## config.mk

```make
export PLATFORM = sky130hd
export DESIGN_NAME = pcit_front
export DESIGN_NICKNAME = d
export VERILOG_FILES = /design/src/sv/pcit_pkg.sv /design/src/sv/pcit_front.sv
export SDC_FILE = /design/constraint.sdc
export NUM_CORES = 1
export LEC_CHECK = 0
export ABC_AREA = 1
export ABC_CLOCK_PERIOD_IN_PS = 3700
export BUFFER_PORTS_ARGS = -buffer_cell sky130_fd_sc_hd__buf_2
export CORE_ASPECT_RATIO = 0.6
export CORE_MARGIN = 3
export CORE_UTILIZATION = 45
export DETAILED_ROUTE_END_ITERATION = 10
export PLACE_DENSITY = 0.65
export SLEW_MARGIN = 20
export SYNTH_ARGS = -nofsm -noshare
export SYNTH_HDL_FRONTEND = slang
export SYNTH_SLANG_ARGS = --single-unit
```

## constraint.sdc

```tcl
create_clock -name clk_i -period 3.7 [get_ports clk_i]
set_input_delay 0.185 -clock clk_i [delete_from_list [all_inputs] [get_ports clk_i]]
set_output_delay 0.185 -clock clk_i [all_outputs]
set_load 0.05 [all_outputs]
```

## src/sv/pcit_pkg.sv

```systemverilog
// Shared types and constants of the point cloud inertia tensor block.
// No dependencies.
package pcit_pkg;
  localparam int MaxPoints = 1024;
  localparam int CoordBits = 16;
  localparam int AddrBits  = $clog2(MaxPoints);
  localparam int CntBits   = $clog2(MaxPoints + 1);
  localparam int SumBits   = CoordBits + AddrBits + 1;
  localparam int QDepth    = 4;
  localparam int QPtrBits  = 2;
  localparam logic [1:0] Dim2D = 2'd2;
  localparam logic [0:0] RegDimensions = 1'b0;

  typedef struct packed {
    logic signed [15:0] x;
    logic signed [15:0] y;
    logic signed [15:0] z;
    logic               last;
  } point_t;

  typedef struct packed {
    logic [10:0]        point_count;
    logic signed [23:0] center_x;
    logic signed [23:0] center_y;
    logic signed [23:0] center_z;
    logic [58:0]        moment_xx;
    logic [58:0]        moment_yy;
    logic [58:0]        moment_zz;
    logic signed [59:0] moment_xy;
    logic signed [59:0] moment_xz;
    logic signed [59:0] moment_yz;
    logic               overflow;
  } result_t;

  typedef enum logic [2:0] {
    StLoad, StDiv, StPass, StDrain, StEmit
  } back_state_e;
endpackage

```

## src/sv/pcit_front.sv

```systemverilog
// Front end: accepts points into a short queue.
// Depends on pcit_pkg.
module pcit_front (
  input  logic              clk_i,
  input  logic              rst_ni,
  input  logic              in_valid_i,
  output logic              in_ready_o,
  input  pcit_pkg::point_t  in_data_i,
  output logic              q_valid_o,
  input  logic              q_pop_i,
  output pcit_pkg::point_t  q_data_o
);
  import pcit_pkg::*;
  point_t mem_q [QDepth];
  logic [QPtrBits-1:0] wp_q, rp_q;
  logic [QPtrBits:0] cnt_q;
  logic push, pop;

  assign in_ready_o = (cnt_q != QPtrBits'(0) + (QPtrBits+1)'(QDepth));
  assign push = in_valid_i && in_ready_o;
  assign q_valid_o = (cnt_q != '0);
  assign pop = q_pop_i && q_valid_o;
  assign q_data_o = mem_q[rp_q];

  // Store the entry.
  always_ff @(posedge clk_i) begin
    if (push) mem_q[wp_q] <= in_data_i;
  end

  // Advance the pointers.
  always_ff @(posedge clk_i or negedge rst_ni) begin
    if (!rst_ni) begin
      wp_q <= '0; rp_q <= '0; cnt_q <= '0;
    end else begin
      if (push) wp_q <= wp_q + 1'b1;
      if (pop) rp_q <= rp_q + 1'b1;
      cnt_q <= cnt_q + (QPtrBits+1)'(push) - (QPtrBits+1)'(pop);
    end
  end
endmodule

```

==> flow_summary.yaml, run 1 <==
timing:
  period_share_pct: 82.9
  setup_tns_ps: 0
  relSlewSlack_pct: 35.3
  fin_crit_ps: 3070
  fin_skew_ps: 9.25
  finalSetupViolCount: 0
  hold_viol: 0
  fmax_mhz: 326
  tightestPinTransition_ps: 969
  rsz0062_at_grt: "false"
  drv_slew: 0
routing:
  drt_pass1_iterations: 5
  num_vias: 5178
  vias_per_cell: 4.81
  ant_nets: 0
  wl_met2_um: 7550
  wl_met3_um: 1120
  drc_errors: 0
  wire_per_inst_um: 15.6
  drt-total-wl_um: 16800
  top_layer: "met4"
  drtIter0Drc: 389
  met1_length_um: 7820
clocking:
  insertion_delay_ps: 480
  clockBufferDepth: 3
  root_buffer: "clkbuf_16"
  clock_sinks: 203
  cts_made_buffers: 19
  cts.clk_slew.worst_paths_ps: 60
  htreeDepth: 1
  postCtsSetupRepairBufs: 0
  cts_tree: "done"
  cts_resized: 0
placed_design:
  io_buffers: 103
  dpl.hpwl_um: 9800
  gp_congestion: 0.733
critical_path:
  worst_path_largest_cell_delay_ps: 820
  path_cells: "buf_4 > nor2_1 > nor2_1 > o21ai_0 > nand2_1 > buf_2"
  cp.arrival_ps: 2880
  reg2regPathDepth: 10
  crit_buf_inv: 2
  reg2reg_from: "cnt_q[1]"
  cp_max_fo: 85
  cp_common_cell: "nor2_1"
  crit_slowest_cell: "dfrtp_4"
  end_kind: "output port"
  worstSetupStartpointType: "flip-flop"
  critPathLaunch: "rp_q[0]"
  rrSetupSlack_ps: 1380
  crit_type: "reg -> out"
  crit_family: "buffers and inverters"
  path_depth: 6
  worst_ep_required_time_ps: 3510
  r2r-end: "cnt_q[2]"
  endpoint: "q_data_o[32]"
synth:
  synth.distinct_cells: 16
  synth_seq_cells: 203
  synthAdderAreaFrac_pct: 1.18
  synth_largest_area_cell: "edfxtp_1"
  netlist_instances: 678
  synth_top_family_by_area: "simple AND/OR/NAND/NOR gates"
  synth_fp_nets: 738
  synth_compound_area_share_pct: 6.07
  synth_ff_type: "edfxtp_1"
  ys_seq_area_share_pct: 74.9
  async_flop_share_pct: 3.45
  yosysMostFrequentCell: "edfxtp_1"
  avgSynthCellArea_um2: 11.9
  synthMuxAreaShare_pct: 0
  syn_area_mm2: 0.00809
  synth_enable_flop_cells: 196
  synth_commonest_cells: "edfxtp_1, nand2_1, nor2_1, o21ai_0, inv_1"
  yosys-top-cells-area: "edfxtp_1, nand2_1, o21ai_0, nor2_1, inv_1"
  synthXorXnorAreaFrac_pct: 0
  synth_top_cell_area_share_pct: 72.8
  synth_warnings: 0
  synthSimpleGateAreaFrac_pct: 12.8
floorplan:
  die_y_um: 110
  fp-row-count: 37
  dieArea_mm2: 0.0197
  core_mm2: 0.0174
  initial_core_util_pct: 46.6
  pin_count: 104
  die_w_um: 179
finish:
  nFillCells: 1420
  drive_gt1_share_pct: 16.7
  antenna_cells: 0
  syn_to_final_growth_pct: 23.1
  nets: 890
  final_util_pct: 57.3
grt:
  grt_pass1_wl_um: 26000
  grt-ovfl-total: 0
  grt_max_degree: 86
  grt_usage_pct: 17.2
  antenna_found_initial: 0
  grt_pass1_vias: 5106
power_and_ir_drop:
  powerDensity_mw_per_mm2: 888
  ir_worst_vdd_mv: 0.558
  p_leak_nw: 4.01
outcome:
  status: "finished clean"
hold_path:
  hold_class: "in -> async"
run:
  drv_cap: 0
## what timing repair did
action / 4_1_cts / 5_1_grt
hold buffers: 52 / 0
endpoints found under the setup margin: 0 / 0
endpoints found under the hold margin: 206 / 0
## how the worst min path moves through the flow
| stage | endpoint | slack, ps | cells past startpoint |
|---|---|---|---|
| 2_1_floorplan | cnt_q[0] | -110 | 0 |
| 3_3_place_gp | cnt_q[2] | 30 | 1 |
| 3_5_place_dp | cnt_q[1] | 40 | 1 |
| 4_1_cts | rp_q[0] | 50 | 2 |
| 5_1_grt | cnt_q[0] | 110 | 2 |
| 6_report | rp_q[0] | 100 | 2 |
## cell usage in the layout (no fill, tap or decap), types with 3 or more instances in the layout
cell type        n
dlygate4sd3_1   52
o21ai_1          9
dfrtp_1          6
nand2_1        166
clkbuf_16       19
nand3_1          5
buf_4            4
clkinv_2         3
nor2_4           4
ha_1             6
clkbuf_1         8
o21ai_0         89
buf_12           3
edfxtp_1       196
buf_2          103
nor2_1          99
inv_1           63
## layer usage
metal | vias up | track usage [%]
met4 | 0 | 4.67
li1 | 2573 | -
met5 | - | 0
met3 | 22 | 3.90
met1 | 2437 | 23.9
met2 | 146 | 27.6
## final cells by class
class                           count  area [µm²]  share of cell area (%)
Timing Repair Buffer              162        1130                    11.3
Multi-Input combinational cell    379        1650                    16.6
Sequential cell                   203        6060                    60.9
Clock buffer                       28         519                    5.22
Clock inverter                      5        52.6                   0.528
Tap cell                          234         293                    2.94
Inverter                           65         245                    2.46
## cells by family after synthesis
kind of cell,count (synthesis)
and+or+nand+nor,274
DFF,203
AOI/OAI and AO/OA,98
buffers and inverters,96
adders and majority gates,7
## flip-flops by register name, indices dropped and copies added (netlist names)
signal,flops
rp_q,2
mem_q,196
wp_q,2
cnt_q,3
## per-stage QoR
step	area (µm²)	hold WS, ps	cells	total power, mW	worst slack, ps
6_report	9950	96.2	1076	8.84	631
5_1_grt	9950	115	1076	9.37	373
4_1_cts	9950	48.0	1076	8.93	642
3_5_place_dp	8860	35.4	991	7.06	1180
3_3_place_gp	8860	31.1	991	6.98	1250
2_1_floorplan	8090	-111	678	6.12	36.1
## report_power, final
group          internal (mW)  total, mW  switching, mW
combinational          0.844       3.79           2.94
clock                   1.04       1.81          0.770
sequential              3.03       3.24          0.208
total                   4.92       8.84           3.92
Note: power is estimated with default switching activity, not from simulation.
==> run 2: changes to the inputs <==
--- a/config.mk
+++ b/config.mk
@@ -5,8 +5,8 @@
 export SDC_FILE = /design/constraint.sdc
 export NUM_CORES = 1
 export LEC_CHECK = 0
-export ABC_AREA = 1
-export ABC_CLOCK_PERIOD_IN_PS = 3700
+export ABC_AREA = 0
+export ABC_CLOCK_PERIOD_IN_PS = 2900
 export BUFFER_PORTS_ARGS = -buffer_cell sky130_fd_sc_hd__buf_2
 export CORE_ASPECT_RATIO = 0.6
 export CORE_MARGIN = 3
==> constraint.sdc (replaced) <==
create_clock -name clk_i -period 2.9 [get_ports clk_i]
set_input_delay 0.145 -clock clk_i [delete_from_list [all_inputs] [get_ports clk_i]]
set_output_delay 0.145 -clock clk_i [all_outputs]
set_load 0.05 [all_outputs]
==> run 2 against run 1 <==
  * Critical endpoint is now cnt_q[2]
  * Flip-flop and latch count did not move
  * Clock power rose by 29%
  * Hold slack got worse by 70 ps
  * Highest routed layer unchanged
  * Wire length fell by 18%
  * Final area fell by 5.0%
  * Register-to-register slack got worse by 750 ps
  * Non-clock buffer count rose by 2
  * Clock skew fell by 1.6 ps
  * Sequential power rose by 27%
==> flow_summary.yaml, run 2 <==
timing:
  hold_viol: 0
  fin_crit_ps: 2270
  drv_slew: 0
  setup_tns_ps: 0
  fin_skew_ps: 7.66
  relSlewSlack_pct: 63.0
  rsz0062_at_grt: "false"
  tightestPinTransition_ps: 556
  fmax_mhz: 441
  period_share_pct: 78.2
  finalSetupViolCount: 0
clocking:
  postCtsSetupRepairBufs: 0
  insertion_delay_ps: 470
  clock_sinks: 203
  root_buffer: "clkbuf_16"
  cts_tree: "done"
  clockBufferDepth: 3
  htreeDepth: 1
  cts_resized: 0
  cts_made_buffers: 19
  cts.clk_slew.worst_paths_ps: 60
synth:
  yosys-top-cells-area: "edfxtp_1, mux4_2, dfrtp_1, buf_12, ha_1"
  synth_fp_nets: 358
  synth.distinct_cells: 22
  synth_largest_area_cell: "edfxtp_1"
  synth_seq_cells: 203
  yosysMostFrequentCell: "edfxtp_1"
  async_flop_share_pct: 3.45
  synth_enable_flop_cells: 196
  ys_seq_area_share_pct: 79.8
  synth_warnings: 0
  avgSynthCellArea_um2: 25.5
  synth_ff_type: "edfxtp_1"
  syn_area_mm2: 0.00760
  synth_commonest_cells: "edfxtp_1, mux4_2, dfrtp_1, ha_1, inv_1"
  synth_top_cell_area_share_pct: 77.5
  netlist_instances: 298
placed_design:
  gp_congestion: 0.774
  post_dp_cell_area_mm2: 0.00838
  dpl.hpwl_um: 8070
  io_buffers: 103
power_and_ir_drop:
  power_mw: 10.6
  p_leak_nw: 3.29
  ir_worst_vdd_mv: 0.795
  powerDensity_mw_per_mm2: 1120
floorplan:
  initial_core_util_pct: 46.3
  dieArea_mm2: 0.0185
  fp-row-count: 36
  pin_count: 104
  die_w_um: 174
  die_y_um: 107
  core_mm2: 0.0164
finish:
  largest_register_ffs: 196
  nFillCells: 1261
  syn_to_final_growth_pct: 24.5
  antenna_cells: 0
  final_common_cell: "edfxtp_1"
  nets: 531
  design_area_mm2: 0.00946
  regMostFlops: "mem_q"
  final_cell_mix: "edfxtp_1, buf_2, dlygate4sd3_1"
  largestRegisters: "mem_q x196, cnt_q x3"
  drive_gt1_share_pct: 39.8
critical_path:
  end_kind: "flip-flop"
  worstSetupStartpointType: "flip-flop"
  path_cells: "nor3b_2 > nand2b_1 > ha_1 > inv_1 > ha_1 > inv_1 > fa_1 > xnor2_1 > xnor2_1"
  crit_type: "reg -> reg"
  cp.arrival_ps: 2610
  worst_ep_required_time_ps: 3240
  worst_path_largest_cell_delay_ps: 480
  crit_buf_inv: 2
  cp_max_fo: 8
  crit_slowest_cell: "dfrtp_1"
  crit_family: "adder cells"
grt:
  grt_pass1_wl_um: 21500
  grt_usage_pct: 15.0
  grt_use_met3_pct: 4.49
  antenna_found_initial: 0
  grt_busiest_layer: "met2"
  grt_max_degree: 31
  grt_pass1_vias: 3789
  met1_usage_pct: 21.1
  grt_use_met2_pct: 23.8
  grt-ovfl-total: 0
routing:
  num_vias: 3562
  drc_errors: 0
  ant_nets: 0
  drt_pass1_iterations: 4
  wire_per_inst_um: 19.3
  drt-total-wl_um: 13700
  drtIter0Drc: 208
  vias_per_cell: 5.02
hold_path:
  hold_class: "in -> reg"
run:
  drv_cap: 0
outcome:
  status: "finished clean"
## run 2: cell count changes after synthesis, sizes merged, moves of 5 or more
cell and delta:
nand3 -5, nand2 -165, nor2 -103, o21ai -98
mux4 +49, inv -59, buf -7, clkbuf -12
## run 2: worst min-delay path, stage by stage
cell	delay, ps
buf_2	150
nand2_1	60
o211ai_1	80
## run 2: per-layer routing
metal	part of all wire (%)	vias to the layer above
met2	47	111
met1	45	1824
li1	-	1607
met5	0	-
met3	7.1	20
met4	1.8	0
## run 2: area by class of cell
cell class / instances / area (µm²) / share of cell area, %
clock inverters: 10 / 92.6 / 0.979
flip-flops and latches: 203 / 6070 / 64.1
clock buffers: 22 / 487 / 5.15
repair buffers: 164 / 1120 / 11.9
inverters: 6 / 22.5 / 0.238
multi-input cells: 77 / 1380 / 14.6
well taps: 228 / 285 / 3.02
## run 2: power breakdown
part / total [mW] / internal [mW] / switching, mW
combinational: 4.15 / 1.31 / 2.84
sequential: 4.11 / 3.88 / 0.232
clock: 2.33 / 1.37 / 0.963
## run 2: metrics by stage
stage	instances	hold WS (ps)	utilization (%)	worst slack (ps)
floorplan	298	-151	-	586
global placement	628	-9.43	51.1	701
detailed placement	628	-3.54	51.1	622
CTS	710	16.6	57.7	582
finish	710	26.1	57.7	632
global route	710	53.0	57.7	460
## run 2: cells by family (layout without fill, tap and decap cells)
family                     after synthesis  in the layout  share of synthesized area (%)
muxes                                   49             49                           14.6
buffers and inverters                   18            202                           2.14
DFF                                    203            203                           79.8
xor gates and xnor gates                 4              4                          0.461
AOI/OAI and AO/OA                        4              4                          0.428
and+or+nand+nor                         13             13                           1.38
adders and majority gates                7              7                           1.25
## run 2: final timing paths
path                                  to  slack [ps]        from  depth (start not counted)
worst max-delay path            cnt_q[2]         630    cnt_q[1]                          9
worst min-delay path             wp_q[1]          30  in_valid_i                          3
worst max register to register  cnt_q[2]         630    cnt_q[1]                          9
worst min register to register   wp_q[1]         610     wp_q[1]                          2
max in group asynchronous        rp_q[0]        2660      rst_ni                          2
min in group asynchronous       cnt_q[1]          50      rst_ni                          2
## run 2: what timing repair did
item,CTS,global route
hold buffers,50,0
hold endpoints to repair,203,0
endpoints found under the setup margin,0,0
==> run 3: changes to the inputs <==
--- a/config.mk
+++ b/config.mk
@@ -5,8 +5,8 @@
 export SDC_FILE = /design/constraint.sdc
 export NUM_CORES = 1
 export LEC_CHECK = 0
-export ABC_AREA = 0
-export ABC_CLOCK_PERIOD_IN_PS = 2900
+export ABC_AREA = 1
+export ABC_CLOCK_PERIOD_IN_PS = 2200
 export BUFFER_PORTS_ARGS = -buffer_cell sky130_fd_sc_hd__buf_2
 export CORE_ASPECT_RATIO = 0.6
 export CORE_MARGIN = 3
==> constraint.sdc (replaced) <==
create_clock -name clk_i -period 2.2 [get_ports clk_i]
set_input_delay 0.11 -clock clk_i [delete_from_list [all_inputs] [get_ports clk_i]]
set_output_delay 0.11 -clock clk_i [all_outputs]
set_load 0.05 [all_outputs]
==> run 3 against run 2 <==
  * Hold slack better by 360 ps
  * Sequential share of layout area down 4.2 points
  * Sequential power up 29%
  * First-iteration DRC count up 60%
  * Die area up 6.1%
  * Critical path type is now reg -> out
  * Largest cell class unchanged
==> flow_summary.yaml, run 3 (synthesis results as in run 1) <==
outcome:
  status: "finished clean"
hold_path:
  hold_start: "in_data_i[32]"
  hold_path_depth: 2
  hold_class: "in -> reg"
  holdPathEnd: "mem_q[1][32]"
critical_path:
  rrSetupSlack_ps: 160
  crit_slowest_cell: "dfrtp_4"
  reg2reg_from: "cnt_q[1]"
  path_cells: "clkbuf_16 > o21ai_0 > nand2_1 > nand2_1 > buf_2"
  worstSetupStartpointType: "flip-flop"
  cp_common_cell: "nand2_1"
  worst_path_largest_cell_delay_ps: 550
  end_kind: "output port"
  r2r-end: "cnt_q[2]"
  cp_max_fo: 49
  cp.arrival_ps: 1990
  reg2regPathDepth: 10
  crit_type: "reg -> out"
  worst_ep_required_time_ps: 2090
power_and_ir_drop:
  power_mw: 15.2
  powerDensity_mw_per_mm2: 1500
  ir_worst_vdd_mv: 0.872
  p_leak_nw: 4.08
finish:
  largest_register_ffs: 196
  final_cell_mix: "edfxtp_1, nand2_1, buf_2"
  largestRegisters: "mem_q x196, cnt_q x3"
  syn_to_final_growth_pct: 25.1
  final_util_pct: 58.3
  antenna_cells: 0
  final_common_cell: "edfxtp_1"
  nets: 895
  nFillCells: 1383
  regMostFlops: "mem_q"
  drive_gt1_share_pct: 17.6
floorplan:
  dieArea_mm2: 0.0197
  initial_core_util_pct: 46.6
  pin_count: 104
  die_w_um: 179
  core_mm2: 0.0174
  fp-row-count: 37
  die_y_um: 110
grt:
  grt_pass1_wl_um: 24700
  grt_max_degree: 100
  grt_pass1_vias: 4938
  antenna_found_initial: 1
  grt-ovfl-total: 0
  grt_usage_pct: 16.3
clocking:
  cts_made_buffers: 20
  root_buffer: "clkbuf_16"
  insertion_delay_ps: 480
  cts.clk_slew.worst_paths_ps: 60
  clock_sinks: 203
  cts_tree: "done"
  htreeDepth: 1
  clockBufferDepth: 3
  postCtsSetupRepairBufs: 0
routing:
  num_vias: 5187
  vias_per_cell: 4.80
  drt-total-wl_um: 16700
  ant_nets: 0
  drtIter0Drc: 333
  drt_pass1_iterations: 6
  wire_per_inst_um: 15.5
  drc_errors: 0
placed_design:
  gp_congestion: 0.740
  dpl.hpwl_um: 9100
  dp_slack_ps: 98.1
  io_buffers: 103
timing:
  finalSetupViolCount: 0
  whs_ps: 383
  fin_skew_ps: 7.78
  relSlewSlack_pct: 77.5
  postLayoutSetupSlackWorst_ps: 100
  drv_slew: 0
  period_share_pct: 95.4
  tightestPinTransition_ps: 336
  fmax_mhz: 476
  hold_viol: 0
  fin_crit_ps: 2100
run:
  drv_cap: 0
run 3: changes by cell type in the layout (fill, tap and decap cells not counted), sizes merged, moves of 3 or more:
cell and delta:
xnor2 -3, and3b -4, inv +57, clkbuf +8, nand3 +5, o21ai +98, nand2b -4, nor2 +103
nand2 +165, dlygate4sd3 +3, mux4 -49
run 3: worst max-delay path, delay by kind of cell (launching register included):
family	cells	cell delay [ps]
simple gates	2	210
flops	1	550
compound gates	1	210
buf+inv	2	540
run 3: worst max path at each step:
| stage | start | endpoint |
|---|---|---|
| after floorplan | cnt_q[1] | cnt_q[2] |
| after global placement | cnt_q[1] | cnt_q[2] |
| after detailed placement | cnt_q[1] | cnt_q[2] |
| after CTS | rp_q[0] | q_data_o[37] |
| after global routing | rp_q[0] | q_data_o[30] |
| final | rp_q[0] | q_data_o[12] |
run 3: per-stage QoR:
stage               cell area, µm²  TNS, ps  std cells
floorplan                     8130        0        678
global placement              8950        0        993
detailed placement            8950        0        993
CTS                          10100        0       1080
global route                 10100    -3.82       1081
finish                       10100        0       1081
run 3: final cells by class:
class | count | area (µm²) | share of cell area (%)
flip-flops and latches | 203 | 6060 | 60.0
well taps | 234 | 293 | 2.89
clock buffers | 29 | 556 | 5.49
multi-input cells | 379 | 1670 | 16.5
clock inverters | 5 | 30.0 | 0.297
repair buffers | 166 | 1260 | 12.4
inverters | 65 | 246 | 2.44
run 3: repair_timing:
action / CTS / global route
hold endpoints to repair: 207 / 0
resized for setup: 1 / 7
hold buffers: 53 / 0
endpoints found under the setup margin: 1 / 16
pin swaps: 0 / 0
gates cloned: 0 / 1
run 3: routing by layer:
layer  share of wire [%]  vias to the layer above  GRT usage, %
met5               0.042                        -             0
met4                 1.6                        2          3.94
met3                 5.5                       26          3.59
met2                  48                      131          28.0
met1                  45                     2451          21.4
li1                    -                     2577             -
run 3: report_power, final:
group          internal [mW]  switching, mW  leakage [nW]
logic                   1.64           5.16          1.92
clock network           1.75           1.30         0.282
registers               5.10          0.222          1.88
total                   8.49           6.68          4.08
